===== config.mk =====
export PLATFORM = sky130hd
export DESIGN_NAME = xoodoo_permutation
export DESIGN_NICKNAME = d
export VERILOG_FILES = /design/src/design/xoodoo_pkg.sv /design/src/design/xoodoo_ctrl.sv /design/src/design/xoodoo_dp.sv /design/src/design/xoodoo_permutation.sv
export SDC_FILE = /design/constraint.sdc
export NUM_CORES = 1
export LEC_CHECK = 0
export BUFFER_PORTS_ARGS = -buffer_cell sky130_fd_sc_hd__buf_2
export CAP_MARGIN = 20
export CORE_AREA = 4 4 298 300
export CTS_CLUSTER_DIAMETER = 100
export CTS_CLUSTER_SIZE = 30
export DETAILED_ROUTE_END_ITERATION = 12
export DIE_AREA = 0 0 302 304
export MAX_ROUTING_LAYER = met4
export PLACE_DENSITY = 0.66
export SETUP_SLACK_MARGIN = 0.05
export SLEW_MARGIN = 20
export SYNTH_ARGS = -nofsm -noshare
export SYNTH_HDL_FRONTEND = slang
export SYNTH_SLANG_ARGS = --single-unit
export TNS_END_PERCENT = 100

===== constraint.sdc =====
create_clock -name clk -period 23.7 [get_ports clk]
set_input_delay 1.185 -clock clk [delete_from_list [all_inputs] [get_ports clk]]
set_output_delay 1.185 -clock clk [all_outputs]
set_load 0.02 [all_outputs]

===== src/design/xoodoo_pkg.sv =====
// shared types, constants and round constant table for the xoodoo permutation
// depends on nothing; every other file of the block refers to it by scoped names
`default_nettype none

package xoodoo_pkg;

    localparam int LANE_W    = 32;
    localparam int LANE_CNT  = 12;
    localparam int CFG_W     = 4;
    localparam int RC_CNT    = 12;
    localparam int RC_IDX_W  = 4;

    // configuration register indexes
    localparam logic CFG_ROUND_COUNT = 1'b0;
    localparam logic CFG_START_INDEX = 1'b1;

    localparam logic [CFG_W-1:0] ROUND_COUNT_RST = 4'd12;
    localparam logic [CFG_W-1:0] START_INDEX_RST = 4'd0;

    typedef logic [LANE_W-1:0] lane_t;
    typedef lane_t [LANE_CNT-1:0] lanes_t;

    typedef struct packed {
        lane_t lane_p0_x0;
        lane_t lane_p0_x1;
        lane_t lane_p0_x2;
        lane_t lane_p0_x3;
        lane_t lane_p1_x0;
        lane_t lane_p1_x1;
        lane_t lane_p1_x2;
        lane_t lane_p1_x3;
        lane_t lane_p2_x0;
        lane_t lane_p2_x1;
        lane_t lane_p2_x2;
        lane_t lane_p2_x3;
    } in_beat_t;

    typedef struct packed {
        lane_t out_p0_x0;
        lane_t out_p0_x1;
        lane_t out_p0_x2;
        lane_t out_p0_x3;
        lane_t out_p1_x0;
        lane_t out_p1_x1;
        lane_t out_p1_x2;
        lane_t out_p1_x3;
        lane_t out_p2_x0;
        lane_t out_p2_x1;
        lane_t out_p2_x2;
        lane_t out_p2_x3;
    } out_beat_t;

    typedef enum logic [1:0] {
        ST_IDLE,
        ST_RUN,
        ST_DONE
    } ctrl_state_t;

    // controller to datapath commands
    typedef struct packed {
        logic                load;
        logic                round_en;
        logic [RC_IDX_W-1:0] rc_idx;
    } dp_cmd_t;

    function automatic lane_t round_const(input logic [RC_IDX_W-1:0] idx);
        lane_t rc;
        case (idx)
            4'd0:    rc = 32'h0000_0058;
            4'd1:    rc = 32'h0000_0038;
            4'd2:    rc = 32'h0000_03C0;
            4'd3:    rc = 32'h0000_00D0;
            4'd4:    rc = 32'h0000_0120;
            4'd5:    rc = 32'h0000_0014;
            4'd6:    rc = 32'h0000_0060;
            4'd7:    rc = 32'h0000_002C;
            4'd8:    rc = 32'h0000_0380;
            4'd9:    rc = 32'h0000_00F0;
            4'd10:   rc = 32'h0000_01A0;
            4'd11:   rc = 32'h0000_0012;
            default: rc = '0;
        endcase
        return rc;
    endfunction

endpackage

`default_nettype wire


===== src/design/xoodoo_ctrl.sv =====
// round sequencer and configuration registers of the xoodoo permutation
// depends on xoodoo_pkg
`default_nettype none

module xoodoo_ctrl (
    input  wire logic                                clk,
    input  wire logic                                rst_n,
    input  wire logic                                start,
    input  wire logic                                cfg_we,
    input  wire logic                                cfg_index,
    input  wire logic [xoodoo_pkg::CFG_W-1:0]        cfg_data,
    output xoodoo_pkg::dp_cmd_t                      cmd,
    output logic                                     busy,
    output logic                                     done
);

    xoodoo_pkg::ctrl_state_t               state_reg, state_next;
    logic [xoodoo_pkg::CFG_W-1:0]          round_count_reg;
    logic [xoodoo_pkg::CFG_W-1:0]          start_index_reg;
    logic [xoodoo_pkg::CFG_W-1:0]          rounds_left_reg, rounds_left_next;
    logic [xoodoo_pkg::RC_IDX_W-1:0]       rc_idx_reg, rc_idx_next;

    always_ff @(posedge clk or negedge rst_n)
    begin
        if (!rst_n)
        begin
            round_count_reg <= xoodoo_pkg::ROUND_COUNT_RST;
            start_index_reg <= xoodoo_pkg::START_INDEX_RST;
        end
        else if (cfg_we)
        begin
            case (cfg_index)
                xoodoo_pkg::CFG_ROUND_COUNT: round_count_reg <= cfg_data;
                xoodoo_pkg::CFG_START_INDEX: start_index_reg <= cfg_data;
                default: ;
            endcase
        end
    end

    always_ff @(posedge clk or negedge rst_n)
    begin
        if (!rst_n)
        begin
            state_reg       <= xoodoo_pkg::ST_IDLE;
            rounds_left_reg <= '0;
            rc_idx_reg      <= '0;
        end
        else
        begin
            state_reg       <= state_next;
            rounds_left_reg <= rounds_left_next;
            rc_idx_reg      <= rc_idx_next;
        end
    end

    always_comb
    begin
        state_next       = state_reg;
        rounds_left_next = rounds_left_reg;
        rc_idx_next      = rc_idx_reg;
        cmd.load         = 1'b0;
        cmd.round_en     = 1'b0;
        cmd.rc_idx       = rc_idx_reg;
        busy             = 1'b1;
        done             = 1'b0;
        case (state_reg)
            xoodoo_pkg::ST_IDLE:
            begin
                busy = 1'b0;
                if (start)
                begin
                    cmd.load         = 1'b1;
                    rounds_left_next = round_count_reg;
                    // start index reduced mod 12 once; it is below 16
                    if (start_index_reg >= 4'(xoodoo_pkg::RC_CNT))
                        rc_idx_next = start_index_reg - 4'(xoodoo_pkg::RC_CNT);
                    else
                        rc_idx_next = start_index_reg;
                    if (round_count_reg == '0)
                        state_next = xoodoo_pkg::ST_DONE;
                    else
                        state_next = xoodoo_pkg::ST_RUN;
                end
            end
            xoodoo_pkg::ST_RUN:
            begin
                cmd.round_en     = 1'b1;
                rounds_left_next = rounds_left_reg - 4'd1;
                if (rc_idx_reg == 4'(xoodoo_pkg::RC_CNT - 1))
                    rc_idx_next = '0;
                else
                    rc_idx_next = rc_idx_reg + 4'd1;
                if (rounds_left_reg == 4'd1)
                    state_next = xoodoo_pkg::ST_DONE;
            end
            xoodoo_pkg::ST_DONE:
            begin
                done       = 1'b1;
                state_next = xoodoo_pkg::ST_IDLE;
            end
            default:
            begin
                state_next = xoodoo_pkg::ST_IDLE;
            end
        endcase
    end

endmodule

`default_nettype wire


===== src/design/xoodoo_dp.sv =====
// state register and one-round xoodoo logic
// depends on xoodoo_pkg
`default_nettype none

module xoodoo_dp (
    input  wire logic                   clk,
    input  wire xoodoo_pkg::dp_cmd_t    cmd,
    input  wire xoodoo_pkg::in_beat_t   state_in,
    output xoodoo_pkg::out_beat_t       state_out
);

    xoodoo_pkg::lanes_t lanes_reg, lanes_next;
    xoodoo_pkg::lanes_t load_lanes;
    xoodoo_pkg::lanes_t round_lanes;

    function automatic xoodoo_pkg::lane_t rotl(input xoodoo_pkg::lane_t v, input int unsigned n);
        return (v << n) | (v >> (32 - n));
    endfunction

    function automatic xoodoo_pkg::lanes_t do_round(input xoodoo_pkg::lanes_t a_in,
                                                    input xoodoo_pkg::lane_t rc);
        xoodoo_pkg::lanes_t a;
        xoodoo_pkg::lanes_t b;
        xoodoo_pkg::lanes_t r;
        xoodoo_pkg::lane_t  par [4];
        xoodoo_pkg::lane_t  eff [4];
        xoodoo_pkg::lane_t  t   [4];
        a = a_in;
        for (int x = 0; x < 4; x++)
            par[x] = a[x] ^ a[4 + x] ^ a[8 + x];
        // theta
        for (int x = 0; x < 4; x++)
            eff[x] = rotl(par[(x + 3) % 4], 5) ^ rotl(par[(x + 3) % 4], 14);
        for (int p = 0; p < 3; p++)
            for (int x = 0; x < 4; x++)
                a[p * 4 + x] = a[p * 4 + x] ^ eff[x];
        // rho-west
        for (int x = 0; x < 4; x++)
            t[x] = a[4 + (x + 3) % 4];
        for (int x = 0; x < 4; x++)
        begin
            a[4 + x] = t[x];
            a[8 + x] = rotl(a[8 + x], 11);
        end
        // iota
        a[0] = a[0] ^ rc;
        // chi
        for (int x = 0; x < 4; x++)
        begin
            b[x]     = a[x]     ^ (~a[4 + x] & a[8 + x]);
            b[4 + x] = a[4 + x] ^ (~a[8 + x] & a[x]);
            b[8 + x] = a[8 + x] ^ (~a[x]     & a[4 + x]);
        end
        // rho-east
        for (int x = 0; x < 4; x++)
        begin
            r[x]     = b[x];
            r[4 + x] = rotl(b[4 + x], 1);
            r[8 + x] = rotl(b[8 + (x + 2) % 4], 8);
        end
        return r;
    endfunction

    always_comb
    begin
        load_lanes[0]  = state_in.lane_p0_x0;
        load_lanes[1]  = state_in.lane_p0_x1;
        load_lanes[2]  = state_in.lane_p0_x2;
        load_lanes[3]  = state_in.lane_p0_x3;
        load_lanes[4]  = state_in.lane_p1_x0;
        load_lanes[5]  = state_in.lane_p1_x1;
        load_lanes[6]  = state_in.lane_p1_x2;
        load_lanes[7]  = state_in.lane_p1_x3;
        load_lanes[8]  = state_in.lane_p2_x0;
        load_lanes[9]  = state_in.lane_p2_x1;
        load_lanes[10] = state_in.lane_p2_x2;
        load_lanes[11] = state_in.lane_p2_x3;
    end

    assign round_lanes = do_round(lanes_reg, xoodoo_pkg::round_const(cmd.rc_idx));

    always_comb
    begin
        if (cmd.load)
            lanes_next = load_lanes;
        else if (cmd.round_en)
            lanes_next = round_lanes;
        else
            lanes_next = lanes_reg;
    end

    always_ff @(posedge clk)
    begin
        lanes_reg <= lanes_next;
    end

    always_comb
    begin
        state_out.out_p0_x0 = lanes_reg[0];
        state_out.out_p0_x1 = lanes_reg[1];
        state_out.out_p0_x2 = lanes_reg[2];
        state_out.out_p0_x3 = lanes_reg[3];
        state_out.out_p1_x0 = lanes_reg[4];
        state_out.out_p1_x1 = lanes_reg[5];
        state_out.out_p1_x2 = lanes_reg[6];
        state_out.out_p1_x3 = lanes_reg[7];
        state_out.out_p2_x0 = lanes_reg[8];
        state_out.out_p2_x1 = lanes_reg[9];
        state_out.out_p2_x2 = lanes_reg[10];
        state_out.out_p2_x3 = lanes_reg[11];
    end

endmodule

`default_nettype wire


===== src/design/xoodoo_permutation.sv =====
// top level of the xoodoo-384 forward permutation: controller plus round datapath
// depends on xoodoo_pkg, xoodoo_ctrl and xoodoo_dp
//
// channel   | signals                        | direction | handshake
// ----------+--------------------------------+-----------+-------------------------
// input     | start, busy, state_in          | in        | beat taken on start & !busy
// result    | done, state_out                | out       | one-cycle strobe on done
// config    | cfg_we, cfg_index, cfg_data    | in        | written when cfg_we is high
//
// one input beat runs from the accept cycle through the done cycle:
// the accept cycle loads the state, the rounds then run through the single shared round unit,
// and the done cycle shows the result; a round count of zero shows the input in the cycle
// right after the accept cycle
// busy is high in the run and done states, so start is ignored then
// asynchronous active-low reset puts round_count at 12 and start_index at 0
// the result is valid only in the done cycle; the receiver cannot stall it
`default_nettype none

module xoodoo_permutation (
    input  wire logic                            clk,
    input  wire logic                            rst_n,
    input  wire logic                            start,
    input  wire xoodoo_pkg::in_beat_t            state_in,
    output logic                                 busy,
    output logic                                 done,
    output xoodoo_pkg::out_beat_t                state_out,
    input  wire logic                            cfg_we,
    input  wire logic                            cfg_index,
    input  wire logic [xoodoo_pkg::CFG_W-1:0]    cfg_data
);

    // commands from the sequencer: load the state, run one round, constant index
    xoodoo_pkg::dp_cmd_t cmd;

    // sequencer: holds the config registers, counts rounds, walks the constant index
    xoodoo_ctrl u_ctrl (
        .clk       (clk),
        .rst_n     (rst_n),
        .start     (start),
        .cfg_we    (cfg_we),
        .cfg_index (cfg_index),
        .cfg_data  (cfg_data),
        .cmd       (cmd),
        .busy      (busy),
        .done      (done)
    );

    // datapath: 384-bit state register and one full round of logic
    xoodoo_dp u_dp (
        .clk       (clk),
        .cmd       (cmd),
        .state_in  (state_in),
        .state_out (state_out)
    );

endmodule

`default_nettype wire

==> results.sh <==
export IMPL_initial_core_util_pct=35.22
export IMPL_grt_first_pass_wirelength_um=221100
export IMPL_post_route_min_period_ns=3.802
export IMPL_cts_root_buf="clkbuf_16"
export IMPL_die_h_um=304
export IMPL_htreeDepth=1
export IMPL_synth_net_count=3176
export IMPL_synthFlopType="edfxtp_1"
export IMPL_post_cts_buffers=0
export IMPL_crit_path_frequent_cell="buf_4"
export IMPL_cts_tree="built"
export IMPL_r2r_slack_ns=19.90
export IMPL_cts_hold_buffers=0
export IMPL_row_count=108
export IMPL_setup_viol=0
export IMPL_wl_per_cell_um=37.28
export IMPL_seq_area_frac_synth_pct=39.46
export IMPL_port_buffers=778
export IMPL_largest_reg_flops=384
export IMPL_drc=0
export IMPL_num_vias=25339
export IMPL_viasPerCell=5.405
export IMPL_final_area_um2=36580
export IMPL_worst_r2r_path_depth=4
export IMPL_min_period_over_period_pct=16.04
export IMPL_max_freq_mhz=263.0
export IMPL_insertion_delay_ns=0.64
export IMPL_die_x_um=302
export IMPL_core_area_um2=86210
export IMPL_fin_skew_ns=0.05115
export IMPL_utilization_pct=42.43
export IMPL_area_growth_pct=20.44
export IMPL_setup_worst_path_start_class="flop"
export IMPL_synth_common_cells="nand2_1, xnor2_1, edfxtp_1"
export IMPL_ys_ff_latch=402
export IMPL_cts_made_buffers=26
export IMPL_syn_mean_instance_area_um2=10.95
export IMPL_layout_drive_gt1_share_pct=28.21
export IMPL_clk_pin_slew_ns=0.12
export IMPL_reg2reg_to="u_dp.state_out[315]$_DFFE_PP_"
export IMPL_globalplace_congestion=1.046
export IMPL_required_ns=23.94
export IMPL_yosysMostFrequentCell="nand2_1"
export IMPL_synth_edff_count=384
export IMPL_io_pins=779
export IMPL_slowest_delay_ns=0.89
export IMPL_crit_chain="nand2b_1, nand2_4, buf_4, buf_4"
export IMPL_wl_um=174800
export IMPL_worst_pin_slew_ns=1.160
export IMPL_synth_top_cells_by_area="edfxtp_1, xnor2_1, xor2_1"
export IMPL_syn_instance_count=2773
export IMPL_yosysWarnings=0
export IMPL_drv_cap=0
export IMPL_crit_path_start="u_ctrl.state_reg[1]$_DFFE_PN0P_"
export IMPL_syn_area_um2=30370
export IMPL_grt_max_degree=188
export IMPL_setup_tns_final_ns=0
export IMPL_timing_hold_ws_ns=0.4714
export IMPL_hold_class="primary input to async pin"
export IMPL_critPathKind="flop to flop"
export IMPL_cpMaxStageDelayCell="buf_4"
export IMPL_worstPathArrival_ns=4.04
export IMPL_numClockSinks=402
export IMPL_dp_hpwl_um=150000
export IMPL_outcome="complete, no violations"
export IMPL_rsz0062_at_grt="false"
export IMPL_final_hold_violation_count=0
export IMPL_end_kind="flop"
export IMPL_num_nets_final=3906
export IMPL_synth_top_area_share_pct=37.97
export IMPL_yosysTopAreaCell="edfxtp_1"
export IMPL_placed_cell_area_um2=35490
export IMPL_drt_iter0_drc=3503
export IMPL_max_slew_margin_pct=22.10
export IMPL_grt_pass1_vias=23987
export IMPL_cp_max_fo=70
export IMPL_finalMaxSlewViolations=0
export IMPL_async_reset_ff_share_pct=4.478
export IMPL_post_cts_resized=0
export IMPL_grt_total_usage_pct=37.46
export IMPL_drt_pass1_iterations=6
export IMPL_gr_total_overflow=0
export IMPL_dieArea_um2=91810
export IMPL_cts_buffer_depth=3
export IMPL_ys_types=41
export IMPL_drt_antenna_violating_nets=0
export IMPL_antenna_found_initial=15
export IMPL_r2r_start="u_ctrl.state_reg[1]$_DFFE_PN0P_"
[per-layer routing]
metal  global-route usage (%)  part of all wire [%]
met2                    57.87                    45
met5                        -                     0
met4                    18.53                   6.6
met1                    46.34                    38
met3                    8.361                    10
[cells in the final DEF (no fill, tap or decap), types with 18 or more instances in the layout]
| master | n |
|---|---|
| o21ai_0 | 158 |
| nor2b_1 | 79 |
| clkbuf_16 | 27 |
| a21oi_1 | 18 |
| xor2_1 | 378 |
| xnor2_1 | 385 |
| nand2b_1 | 163 |
| nand2_1 | 459 |
| buf_2 | 778 |
| o21ai_1 | 222 |
| xnor2_2 | 118 |
| edfxtp_1 | 384 |
| xnor3_1 | 126 |
| nor2_1 | 94 |
[layout make-up]
class / count / area [µm²]
clock inverter: 19 / 360.3
timing repair buffer: 792 / 4015
fill: 8595 / 49640
sequential: 402 / 11980
tap: 1155 / 1445
clock buffer: 29 / 693.2
multi-input combinational: 2274 / 18030
antenna: 10 / 25.02
inverter: 7 / 26.28
[metrics by stage]
stage	instances	worst slack [ns]
after floorplan	2773	12.90
after global placement	4630	19.43
after detailed placement	4630	19.36
after CTS	4678	19.97
after global routing	4685	19.71
final	4688	19.90
[critical path: cells and delay by family, from the launching register on]
family | cells | cell delay [ns]
buffers and inverters | 2 | 1.70
DFF | 1 | 0.44
and+or+nand+nor | 2 | 1.15
[cells by family after synthesis]
group	synth area share (%)
flops	39.46
buf+inv	1.207
fa+ha+maj	0.4120
compound gates	6.901
xor+xnor	39.47
simple gates	12.14
mux	0.4038
[how the worst max path moves through the flow]
stage	end	cells past startpoint
after detailed placement	u_dp.state_out[89]$_DFFE_PP_	5
after floorplan	u_ctrl.rounds_left_reg[1]$_DFFE_PN0P_	3
after global placement	u_dp.state_out[42]$_DFFE_PP_	5
final	u_dp.state_out[315]$_DFFE_PP_	4
after global routing	u_dp.state_out[315]$_DFFE_PP_	4
after CTS	u_dp.state_out[315]$_DFFE_PP_	4
Power is left out: the tool's default activity adds up to more than one toggle a clock period on the data nets, which glitch-free logic cannot reach.
